<file path="src/rtl/bgts_pkg.sv">
// shared types and constants for the bmp gray/threshold stream filter
package bgts_pkg;

   // file layout positions
   localparam int HDR_OFFSET_POS   = 10;
   localparam int HDR_WIDTH_POS    = 14 + 4;
   localparam int HDR_HEIGHT_POS   = 14 + 8;
   localparam int MIN_PIXEL_OFFSET = 26;

   // pixel math: sum / 3 as (sum * 683) >> 11, exact for sums up to 765
   localparam int SUM_BITS   = 10;
   localparam int AVG_RECIP  = 683;
   localparam int AVG_SHIFT  = 11;
   localparam int PROD_BITS  = 20;

   localparam logic [7:0] WHITE = 8'hff;
   localparam logic [7:0] BLACK = 8'h00;

   typedef struct packed {
      logic [7:0] byte_in;
      logic       last_in;
   } req_type;

   typedef struct packed {
      logic [7:0] byte_out;
      logic       last_out;
      logic       group_end;
   } rsp_type;

   typedef enum logic [1:0] {
      CMD_PASS,
      CMD_PIXEL,
      CMD_FLUSH
   } cmd_kind_type;

   // one command from the front end to the back end
   typedef struct packed {
      cmd_kind_type          kind;
      logic [7:0]            data;
      logic [7:0]            held0;
      logic [7:0]            held1;
      logic [1:0]            count;
      logic [SUM_BITS-1:0]   sum;
      logic                  gray;
      logic                  last;
   } cmd_type;

endpackage

</file>
<file path="src/rtl/bgts_front.sv">
// front end: header capture, pixel tracking and command generation
module bgts_front #(
   parameter int DIM_BITS = 16
) (
   input  logic              clock,
   input  logic              reset,
   input  logic              accept,
   input  bgts_pkg::req_type req,
   input  logic              gray_mode,
   output logic              cmd_push,
   output bgts_pkg::cmd_type cmd
);

   localparam int RB_BITS = DIM_BITS + 2;
   localparam logic [DIM_BITS-1:0] DIM_MAX = {DIM_BITS{1'b1}};

   logic [31:0]         pos_ff, pos_in;
   logic [31:0]         offset_ff, offset_in;
   logic [31:0]         scratch_ff, scratch_in;
   logic [DIM_BITS-1:0] height_ff, height_in;
   logic [RB_BITS-1:0]  wb_ff, wb_in;
   logic [RB_BITS-1:0]  row_size_ff, row_size_in;
   logic [RB_BITS-1:0]  row_byte_ff, row_byte_in;
   logic [DIM_BITS-1:0] row_cnt_ff, row_cnt_in;
   logic [7:0]          held0_ff, held0_in;
   logic [7:0]          held1_ff, held1_in;
   logic [1:0]          phase_ff, phase_in;

   logic [31:0]         repaired_mag;
   logic [DIM_BITS-1:0] repaired;
   logic [RB_BITS-1:0]  wb_new;
   logic [1:0]          pad_new;
   logic [1:0]          off_lane;
   logic [1:0]          dim_lane;
   logic [31:0]         scratch_new;
   logic                in_pixels;
   logic                pix_byte;
   logic [RB_BITS-1:0]  row_byte_next;

   // header field lanes
   assign off_lane = 2'(pos_ff - 32'(bgts_pkg::HDR_OFFSET_POS));
   assign dim_lane = 2'(pos_ff - 32'(bgts_pkg::HDR_WIDTH_POS));
   assign scratch_new = ((dim_lane == 2'd0) ? 32'd0 : scratch_ff)
                      | (32'(req.byte_in) << {dim_lane, 3'b000});

   // dimension repair: magnitude, then clamp
   assign repaired_mag = scratch_new[31] ? (~scratch_new + 32'd1) : scratch_new;
   assign repaired     = ((repaired_mag >> DIM_BITS) != 32'd0) ? DIM_MAX
                       : repaired_mag[DIM_BITS-1:0];
   assign wb_new       = (RB_BITS'(repaired) << 1) + RB_BITS'(repaired);
   assign pad_new      = 2'd0 - wb_new[1:0];

   // pixel region classification
   assign in_pixels = (pos_ff >= 32'(bgts_pkg::MIN_PIXEL_OFFSET))
                   && (pos_ff >= offset_ff) && (wb_ff != '0)
                   && (row_cnt_ff < height_ff);
   assign pix_byte  = in_pixels && (row_byte_ff < wb_ff);
   assign row_byte_next = row_byte_ff + RB_BITS'(1);

   // next state and command
   always_comb begin
      pos_in      = pos_ff;
      offset_in   = offset_ff;
      scratch_in  = scratch_ff;
      height_in   = height_ff;
      wb_in       = wb_ff;
      row_size_in = row_size_ff;
      row_byte_in = row_byte_ff;
      row_cnt_in  = row_cnt_ff;
      held0_in    = held0_ff;
      held1_in    = held1_ff;
      phase_in    = phase_ff;
      cmd_push    = 1'b0;
      cmd.kind    = bgts_pkg::CMD_PASS;
      cmd.data    = req.byte_in;
      cmd.held0   = held0_ff;
      cmd.held1   = held1_ff;
      cmd.count   = phase_ff;
      cmd.sum     = bgts_pkg::SUM_BITS'(held0_ff) + bgts_pkg::SUM_BITS'(held1_ff)
                  + bgts_pkg::SUM_BITS'(req.byte_in);
      cmd.gray    = gray_mode;
      cmd.last    = req.last_in;
      if (accept) begin
         // header capture
         if (pos_ff >= 32'(bgts_pkg::HDR_OFFSET_POS)
             && pos_ff < 32'(bgts_pkg::HDR_OFFSET_POS + 4)) begin
            offset_in = offset_ff | (32'(req.byte_in) << {off_lane, 3'b000});
         end
         if (pos_ff >= 32'(bgts_pkg::HDR_WIDTH_POS)
             && pos_ff < 32'(bgts_pkg::HDR_HEIGHT_POS + 4)) begin
            scratch_in = scratch_new;
            if (pos_ff == 32'(bgts_pkg::HDR_WIDTH_POS + 3)) begin
               wb_in       = wb_new;
               row_size_in = wb_new + RB_BITS'(pad_new);
            end
            if (pos_ff == 32'(bgts_pkg::HDR_HEIGHT_POS + 3)) begin
               height_in = repaired;
            end
         end
         // pixel bytes: hold, release a triple, or flush a short one; other bytes pass through
         if (pix_byte) begin
            if (phase_ff == 2'd2) begin
               cmd_push = 1'b1;
               cmd.kind = bgts_pkg::CMD_PIXEL;
               phase_in = 2'd0;
            end else if (!req.last_in) begin
               if (phase_ff == 2'd0) begin
                  held0_in = req.byte_in;
               end else begin
                  held1_in = req.byte_in;
               end
               phase_in = phase_ff + 2'd1;
            end else begin
               cmd_push = 1'b1;
               cmd.kind = bgts_pkg::CMD_FLUSH;
               phase_in = 2'd0;
            end
         end else begin
            cmd_push = 1'b1;
         end
         // row tracking
         if (in_pixels) begin
            if (row_byte_next >= row_size_ff) begin
               row_byte_in = '0;
               row_cnt_in  = row_cnt_ff + DIM_BITS'(1);
            end else begin
               row_byte_in = row_byte_next;
            end
         end
         // saturating position
         if (pos_ff != 32'hffff_ffff) begin
            pos_in = pos_ff + 32'd1;
         end
         // end of file returns to the start state
         if (req.last_in) begin
            pos_in      = '0;
            offset_in   = '0;
            scratch_in  = '0;
            height_in   = '0;
            wb_in       = '0;
            row_size_in = '0;
            row_byte_in = '0;
            row_cnt_in  = '0;
            phase_in    = '0;
         end
      end
   end

   // control state
   always_ff @(posedge clock) begin
      if (reset) begin
         pos_ff      <= '0;
         offset_ff   <= '0;
         scratch_ff  <= '0;
         height_ff   <= '0;
         wb_ff       <= '0;
         row_size_ff <= '0;
         row_byte_ff <= '0;
         row_cnt_ff  <= '0;
         phase_ff    <= '0;
      end else begin
         pos_ff      <= pos_in;
         offset_ff   <= offset_in;
         scratch_ff  <= scratch_in;
         height_ff   <= height_in;
         wb_ff       <= wb_in;
         row_size_ff <= row_size_in;
         row_byte_ff <= row_byte_in;
         row_cnt_ff  <= row_cnt_in;
         phase_ff    <= phase_in;
      end
   end

   // held pixel bytes
   always_ff @(posedge clock) begin
      held0_ff <= held0_in;
      held1_ff <= held1_in;
   end

   // a pending triple never holds more than two bytes
   assert property (@(posedge clock) disable iff (reset) phase_ff != 2'd3)
      else $error("pixel phase out of range");

   // end of file rewinds the position and drops held bytes
   assert property (@(posedge clock) disable iff (reset)
      accept && req.last_in |=> pos_ff == 32'd0 && phase_ff == 2'd0)
      else $error("stream state not cleared after last byte");

   // row byte index stays inside the row
   assert property (@(posedge clock) disable iff (reset)
      wb_ff != '0 |-> row_byte_ff < row_size_ff)
      else $error("row byte index past row size");

endmodule

</file>
<file path="src/rtl/bgts_cmd_queue.sv">
// small command queue between front end and back end
module bgts_cmd_queue #(
   parameter int DEPTH = 4
) (
   input  logic              clock,
   input  logic              reset,
   input  logic              push,
   input  bgts_pkg::cmd_type push_data,
   output logic              full,
   input  logic              pop,
   output bgts_pkg::cmd_type head,
   output logic              empty
);

   localparam int PTR_BITS = (DEPTH > 1) ? $clog2(DEPTH) : 1;
   localparam int CNT_BITS = $clog2(DEPTH + 1);
   localparam logic [PTR_BITS-1:0] LAST_PTR = PTR_BITS'(DEPTH - 1);

   bgts_pkg::cmd_type   slot_ff [DEPTH];
   logic [PTR_BITS-1:0] wr_ptr_ff, wr_ptr_in;
   logic [PTR_BITS-1:0] rd_ptr_ff, rd_ptr_in;
   logic [CNT_BITS-1:0] count_ff, count_in;
   logic                do_push;
   logic                do_pop;

   assign full    = (count_ff == CNT_BITS'(DEPTH));
   assign empty   = (count_ff == '0);
   assign head    = slot_ff[rd_ptr_ff];
   assign do_push = push && !full;
   assign do_pop  = pop && !empty;

   // pointer and fill count update
   always_comb begin
      wr_ptr_in = wr_ptr_ff;
      rd_ptr_in = rd_ptr_ff;
      count_in  = count_ff;
      if (do_push) begin
         wr_ptr_in = (wr_ptr_ff == LAST_PTR) ? '0 : wr_ptr_ff + PTR_BITS'(1);
      end
      if (do_pop) begin
         rd_ptr_in = (rd_ptr_ff == LAST_PTR) ? '0 : rd_ptr_ff + PTR_BITS'(1);
      end
      if (do_push && !do_pop) begin
         count_in = count_ff + CNT_BITS'(1);
      end else if (do_pop && !do_push) begin
         count_in = count_ff - CNT_BITS'(1);
      end
   end

   always_ff @(posedge clock) begin
      if (reset) begin
         wr_ptr_ff <= '0;
         rd_ptr_ff <= '0;
         count_ff  <= '0;
      end else begin
         wr_ptr_ff <= wr_ptr_in;
         rd_ptr_ff <= rd_ptr_in;
         count_ff  <= count_in;
      end
   end

   // slot storage
   always_ff @(posedge clock) begin
      if (do_push) begin
         slot_ff[wr_ptr_ff] <= push_data;
      end
   end

   // fill count never exceeds the queue depth
   assert property (@(posedge clock) disable iff (reset)
      count_ff <= CNT_BITS'(DEPTH))
      else $error("command queue overfilled");

endmodule

</file>
<file path="src/rtl/bgts_back.sv">
// back end: expands commands into result bytes through an output register
module bgts_back (
   input  logic              clock,
   input  logic              reset,
   input  bgts_pkg::cmd_type cmd,
   input  logic              cmd_empty,
   output logic              cmd_pop,
   output logic              rsp_empty,
   input  logic              rsp_pop,
   output bgts_pkg::rsp_type rsp_data
);

   logic [1:0]                     idx_ff, idx_in;
   logic                           out_valid_ff, out_valid_in;
   bgts_pkg::rsp_type              out_ff, out_in;
   bgts_pkg::rsp_type              res;
   logic [1:0]                     last_idx;
   logic [bgts_pkg::PROD_BITS-1:0] prod;
   logic [7:0]                     avg;
   logic [7:0]                     pix;
   logic                           load;

   // pixel value: sum / 3, then optional threshold
   assign prod = bgts_pkg::PROD_BITS'(cmd.sum)
               * bgts_pkg::PROD_BITS'(bgts_pkg::AVG_RECIP);
   assign avg  = 8'(prod >> bgts_pkg::AVG_SHIFT);
   assign pix  = cmd.gray ? avg : (avg[7] ? bgts_pkg::WHITE : bgts_pkg::BLACK);

   // result for the current command and slot
   always_comb begin
      res.byte_out  = cmd.data;
      res.last_out  = cmd.last;
      res.group_end = 1'b1;
      last_idx      = 2'd0;
      case (cmd.kind)
         bgts_pkg::CMD_PASS: begin
            last_idx = 2'd0;
         end
         bgts_pkg::CMD_PIXEL: begin
            last_idx      = 2'd2;
            res.byte_out  = pix;
            res.last_out  = cmd.last && (idx_ff == 2'd2);
            res.group_end = (idx_ff == 2'd2);
         end
         bgts_pkg::CMD_FLUSH: begin
            last_idx = cmd.count;
            if (idx_ff != cmd.count) begin
               res.byte_out  = (idx_ff == 2'd0) ? cmd.held0 : cmd.held1;
               res.last_out  = 1'b0;
               res.group_end = 1'b0;
            end
         end
         default: begin
            last_idx = 2'd0;
         end
      endcase
   end

   // load the output register when a command is queued and the register is free or being drained
   assign load    = !cmd_empty && (!out_valid_ff || rsp_pop);
   assign cmd_pop = load && (idx_ff == last_idx);

   always_comb begin
      idx_in       = idx_ff;
      out_in       = out_ff;
      out_valid_in = out_valid_ff && !rsp_pop;
      if (load) begin
         out_in       = res;
         out_valid_in = 1'b1;
         idx_in       = (idx_ff == last_idx) ? 2'd0 : idx_ff + 2'd1;
      end
   end

   always_ff @(posedge clock) begin
      if (reset) begin
         idx_ff       <= '0;
         out_valid_ff <= 1'b0;
      end else begin
         idx_ff       <= idx_in;
         out_valid_ff <= out_valid_in;
      end
   end

   always_ff @(posedge clock) begin
      out_ff <= out_in;
   end

   assign rsp_empty = !out_valid_ff;
   assign rsp_data  = out_ff;

   // a partly expanded command stays at the queue head
   assert property (@(posedge clock) disable iff (reset)
      idx_ff != 2'd0 |-> !cmd_empty)
      else $error("expansion slot set with no command");

   // pass-through commands take exactly one slot
   assert property (@(posedge clock) disable iff (reset)
      !cmd_empty && cmd.kind == bgts_pkg::CMD_PASS |-> idx_ff == 2'd0)
      else $error("pass command expanded past one result");

endmodule

</file>
<file path="src/rtl/bmp_gray_threshold_stream.sv">
// top level: bmp grayscale / threshold stream filter
// an accepted request's command passes through the command queue, then the output register
// throughput: one request per cycle while req_full is low, and one result per cycle through the
// output register while rsp_pop is high; a short last triple releases up to three results from one request
// reset clears the header capture, row counters, held pixel count, gray_mode and all queues
// the command queue depth (QUEUE_DEPTH) sets how far the input can run ahead of the output
module bmp_gray_threshold_stream #(
   parameter int DIM_BITS    = 16,
   parameter int QUEUE_DEPTH = 4
) (
   input  logic              clock,
   input  logic              reset,
   input  logic              req_push,
   output logic              req_full,
   input  bgts_pkg::req_type req_data,
   output logic              rsp_empty,
   input  logic              rsp_pop,
   output bgts_pkg::rsp_type rsp_data,
   input  logic              csr_wr_en,
   input  logic              csr_wr_data
);

   logic              gray_mode_ff, gray_mode_in;
   logic              accept;
   logic              cmd_push;
   bgts_pkg::cmd_type cmd_in;
   bgts_pkg::cmd_type cmd_head;
   logic              cmd_full;
   logic              cmd_empty;
   logic              cmd_pop;

   // mode register
   assign gray_mode_in = csr_wr_en ? csr_wr_data : gray_mode_ff;

   always_ff @(posedge clock) begin
      if (reset) begin
         gray_mode_ff <= 1'b0;
      end else begin
         gray_mode_ff <= gray_mode_in;
      end
   end

   // request handshake
   assign req_full = cmd_full;
   assign accept   = req_push && !cmd_full;

   bgts_front #(
      .DIM_BITS (DIM_BITS)
   ) u_front (
      .clock     (clock),
      .reset     (reset),
      .accept    (accept),
      .req       (req_data),
      .gray_mode (gray_mode_ff),
      .cmd_push  (cmd_push),
      .cmd       (cmd_in)
   );

   bgts_cmd_queue #(
      .DEPTH (QUEUE_DEPTH)
   ) u_queue (
      .clock     (clock),
      .reset     (reset),
      .push      (cmd_push),
      .push_data (cmd_in),
      .full      (cmd_full),
      .pop       (cmd_pop),
      .head      (cmd_head),
      .empty     (cmd_empty)
   );

   bgts_back u_back (
      .clock     (clock),
      .reset     (reset),
      .cmd       (cmd_head),
      .cmd_empty (cmd_empty),
      .cmd_pop   (cmd_pop),
      .rsp_empty (rsp_empty),
      .rsp_pop   (rsp_pop),
      .rsp_data  (rsp_data)
   );

endmodule

</file>
<file path="config.mk">
export PLATFORM = sky130hd
export DESIGN_NAME = bmp_gray_threshold_stream
export DESIGN_NICKNAME = d
export VERILOG_FILES = /design/src/rtl/bgts_pkg.sv /design/src/rtl/bgts_front.sv /design/src/rtl/bgts_cmd_queue.sv /design/src/rtl/bgts_back.sv /design/src/rtl/bmp_gray_threshold_stream.sv
export SDC_FILE = /design/constraint.sdc
export NUM_CORES = 1
export LEC_CHECK = 0
export CORE_UTILIZATION = 45
export CTS_CLUSTER_DIAMETER = 100
export DETAILED_ROUTE_END_ITERATION = 8
export DONT_BUFFER_PORTS = 1
export SLEW_MARGIN = 20
export SYNTH_ARGS = -nofsm -noshare
export SYNTH_HDL_FRONTEND = slang
export SYNTH_SLANG_ARGS = --single-unit
</file>
<file path="constraint.sdc">
create_clock -name clock -period 14.6 [get_ports clock]
set_clock_uncertainty 0.2 [all_clocks]
set_input_delay 2.19 -clock clock [delete_from_list [all_inputs] [get_ports clock]]
set_output_delay 2.19 -clock clock [all_outputs]
set_load 0.05 [all_outputs]
</file>
==> flow_summary.rst <==
.. list-table::
   :header-rows: 1

   * - Metric
     - Value
   * - Number of H-tree levels
     - 2
   * - # DRC
     - 0
   * - Slew at the pin closest to its max-slew limit
     - around 1100 ps
   * - Hold path start
     - u_front.row_size_ff[11]
   * - All-layer global routing usage
     - 21.8%
   * - Clock slew at the register clock pins of the worst setup and hold paths
     - approximately 60 ps
   * - Top post-synthesis cells by area
     - edfxtp_1 (26%), dfxtp_1 (18%), ha_1 (11%)
   * - Routed WL per cell
     - 19.6 um
   * - Count of buffer and inverter cells on the critical path
     - 1
   * - Die Span X
     - ~220 um
   * - Delay of the slowest critical-path stage
     - 870 ps
   * - Total via count in the routed design
     - 15700
   * - Unrepaired setup endpoints after global routing
     - no
   * - Fin Setup TNS
     - 0 ps
   * - Leading cell types in the layout, fill and taps excluded
     - nor2_1 (200), dfxtp_1 (194), ha_1 (190)
   * - Cell type with the highest aggregate area in the netlist
     - edfxtp_1
   * - Max_cap viols
     - 0
   * - Data arrival time of the critical path
     - 10200 ps
   * - Final-report max-slew violation count
     - 0
   * - Largest vdd supply drop
     - 351 uV
   * - Area occupied by multi-input gates
     - between 0.01 and 0.015 mm2
   * - Min Clock Period, post-route
     - 9920 ps
   * - Maximum clock frequency
     - 101 MHz
   * - Launch point of the worst reg-to-reg path
     - u_front.pos_ff[1]
   * - Insertion delay of the later-clocked pin in the worst-skew pair
     - 590 ps
   * - Largest net degree at the start of global routing
     - 108
   * - Final Hold Slack
     - 254 ps
   * - Total number of cells along the worst setup path
     - 22
   * - Input/output buffers
     - 0
   * - Sequence of cells on the critical path
     - ha_1, inv_1, a22o_1, nor4_1, nand4_1, o21a_1, or4_1, a311oi_4, nand3_2, a211o_1, ha_1, a21o_1, a41o_1, o21ai_0, a211oi_1, o311ai_0, nand3_1, nor3_1, nand3_1, o32ai_1, mux2i_1, nand2_1
   * - Worst slew slack as a fraction of its limit
     - 26.7%
   * - Most common cell after layout, fill and taps aside
     - nor2_1
   * - Wire length of the first global-routing pass
     - roughly 85000 um
   * - End of the worst register-to-register path
     - u_front.row_size_ff[17]
   * - Share of layout cells above drive strength 1
     - 8.63%
   * - Cell at the root of the clock tree
     - clkbuf_16
   * - PnR worst setup slack
     - 4680 ps
   * - Pre-Repair DR Iteration Count
     - 6
   * - Total setup violations reported at the end of the flow
     - 0
   * - HPWL Detailed
     - 37100 um
   * - Post-Route WL
     - 53300 um
   * - Number of antenna violations at the first check in global routing
     - 0
   * - Total core area
     - 0.0476 mm2
   * - Mean instance size in the synthesized netlist
     - between 10 and 15 um2
   * - Post-route ant nets
     - 0
   * - Most used flip-flop cell after synthesis
     - dfxtp_1
   * - Cell area after technology mapping
     - 0.0217 mm2
   * - Largest delay share family, worst path
     - compound AO/OA/AOI/OAI gates
   * - Worst path slowest cell
     - o311ai_0
   * - Critical Path Start Type
     - flip-flop
   * - Clock buffers created by TritonCTS
     - between 40 and 50
   * - Number of instances in the synthesized netlist
     - approximately 2100
   * - Sequential area share after synthesis
     - ~44%
   * - Total die area
     - 0.0491 mm2
   * - Worst setup slack before clock tree synthesis
     - 4610 ps
   * - Worst setup path class
     - reg -> reg
   * - Max clock buf depth
     - 3
   * - Sequential standard cell area
     - about 0.0095 mm2
   * - Nature of the critical path endpoint
     - flip-flop
   * - Number of flops mapped to enable cells by yosys
     - 186
   * - Resize count post-CTS
     - 0
   * - Via density per instance
     - slightly below 6
   * - Final number of hold-violating endpoints
     - 0
   * - Starting density of the core
     - a little under half
   * - Cts hold-fix bufs
     - 0
   * - Fraction of synthesized cell area taken by the top area cell type
     - approximately 26%
   * - Die H
     - 222 um
   * - Grt total ovfl
     - 0
   * - Outcome
     - completed
   * - Seq cells post-synth
     - 382
   * - Logic depth of the worst register-to-register path
     - 22
   * - Via count of the first global-routing pass
     - about 16000
   * - Power per unit of standard cell area
     - between 200 and 250 mW/mm2
   * - Sum of internal, switching and leakage power
     - 4880 uW
   * - Worst reg2reg setup slack
     - about 4700 ps
   * - Core Rows
     - 80
   * - Setup Buffers After CTS
     - 0
   * - Number of filler instances in the final layout
     - between 4000 and 5000
   * - Required time at the worst-slack endpoint
     - 14880 ps
   * - I/O pin count
     - 27
   * - Sink Count
     - 382
   * - Cells on Worst Hold Path
     - 2
   * - # nets final
     - 2304
   * - TritonCTS clock tree
     - yes
   * - Growth of design area from synthesis to finish
     - 9.89%
   * - Number of warnings issued by yosys
     - 0
   * - Final GP Congestion
     - 0.868
   * - Type of the worst min-delay path
     - reg -> reg
   * - Number of antenna cells inserted
     - 0
   * - Async S/R FF share, synth
     - 0%
   * - Endpoint of the worst hold-timing path
     - u_front.row_size_ff[11]
   * - Detailed router's first-iteration violation count
     - 840
   * - Number of different library cells in the post-synthesis netlist
     - between 70 and 80
   * - Final worst path period share
     - around 68%
   * - Leakage dissipation
     - 0.00910 uW
   * - Post-synth net total
     - 2328
   * - Highest fanout seen on the critical path
     - 22
==> metrics by stage <==
| step | std cells | cell area [um2] | utilization (%) |
|---|---|---|---|
| detailed placement | 2645 | 22300 | 46.9 |
| CTS | 2723 | 23800 | 50.0 |
| global route | 2723 | 23800 | 50.0 |
| floorplan | 2098 | 21700 | - |
| finish | 2723 | 23800 | 50.0 |
| global placement | 2645 | 22300 | 46.9 |
==> report_power, final <==
part	total, uW	internal (uW)	switching [uW]
registers	1300	1210	88.0
clock network	1140	684	455
logic	2440	993	1440
==> logic make-up (layout without fill, tap and decap cells) <==
family | Yosys count | in the layout | synth area share, %
compound gates | 463 | 463 | 14.6
xor+xnor | 114 | 114 | 4.60
fa+ha+maj | 215 | 215 | 13.3
buf+inv | 267 | 277 | 4.73
flops | 382 | 382 | 43.8
mux | 63 | 63 | 5.27
simple gates | 594 | 594 | 13.7
==> registers in the layout, summed over array words and instances (netlist names), named ones only <==
name,count
gray_mode_ff,1
u_back.idx_ff,2
u_back.out_valid_ff,1
u_back.rsp_data,10
u_front.height_ff,16
u_front.held0_ff,8
u_front.held1_ff,8
u_front.offset_ff,32
u_front.phase_ff,2
u_front.pos_ff,32
u_front.row_byte_ff,18
u_front.row_cnt_ff,16
u_front.row_size_ff,17
u_front.scratch_ff,32
u_front.wb_ff,18
u_queue.count_ff,3
u_queue.rd_ptr_ff,2
u_queue.slot_ff,160
u_queue.wr_ptr_ff,2
==> area by class of cell <==
cell class              count  area share [%]
multi-input cells        1449            47.1
clock buffers              56            4.97
repair buffers             21           0.661
well taps                 615            3.23
flip-flops and latches    382            39.9
clock inverters            22            1.32
inverters                 178            2.80
==> routing by layer <==
| metal | track usage (%) | part of all wire (%) | vias up |
|---|---|---|---|
| met5 | 0 | 0 | - |
| met4 | 5.69 | 2.1 | 0 |
| met3 | 3.86 | 4.9 | 84 |
| met2 | 37.0 | 48 | 331 |
| met1 | 28.7 | 45 | 7678 |
| li1 | - | - | 7623 |
==> worst max-delay path by stage <==
stage / startpoint / endpoint / slack (ps)
3_3_place_gp: req_data[1] / u_front.row_size_ff[17] / 4800
2_1_floorplan: req_data[2] / u_front.row_size_ff[17] / 5930
5_1_grt: u_front.pos_ff[1] / u_front.row_size_ff[17] / 3930
4_1_cts: u_front.pos_ff[1] / u_front.row_size_ff[17] / 4850
3_5_place_dp: req_data[1] / u_front.row_size_ff[17] / 4610
6_report: u_front.pos_ff[1] / u_front.row_size_ff[17] / 4680
==> cells in the mapped netlist (7+ instances only) <==
cell	instances
or4_1	11
nor3b_1	13
ha_1	190
o21a_1	12
o21ai_1	11
a211oi_1	9
a22o_1	21
a21o_1	46
nand2b_1	12
nor4_1	26
xnor2_1	52
nor2_1	200
or3_1	16
nor2b_1	32
a32o_1	15
o31ai_1	14
xor2_1	62
o21bai_1	8
dfxtp_1	196
mux2_2	9
nand4_1	38
fa_1	25
nor3_1	26
nand3_1	36
o2111ai_1	7
nand2_1	112
edfxtp_1	186
o21ai_0	55
clkbuf_1	76
inv_1	178
mux4_2	40
mux2i_1	14
a31oi_1	8
a22oi_1	60
and2_1	10
or2_2	10
and3_1	25
a21oi_1	128
o211ai_1	13
==> worst min-delay path: cells and delay by family, from the launching register on <==
kind	cells	cell delay (ps)
DFF	1	310
and+or+nand+nor	1	50
AOI/OAI and AO/OA	1	50
(Power assumes the default switching activity.)
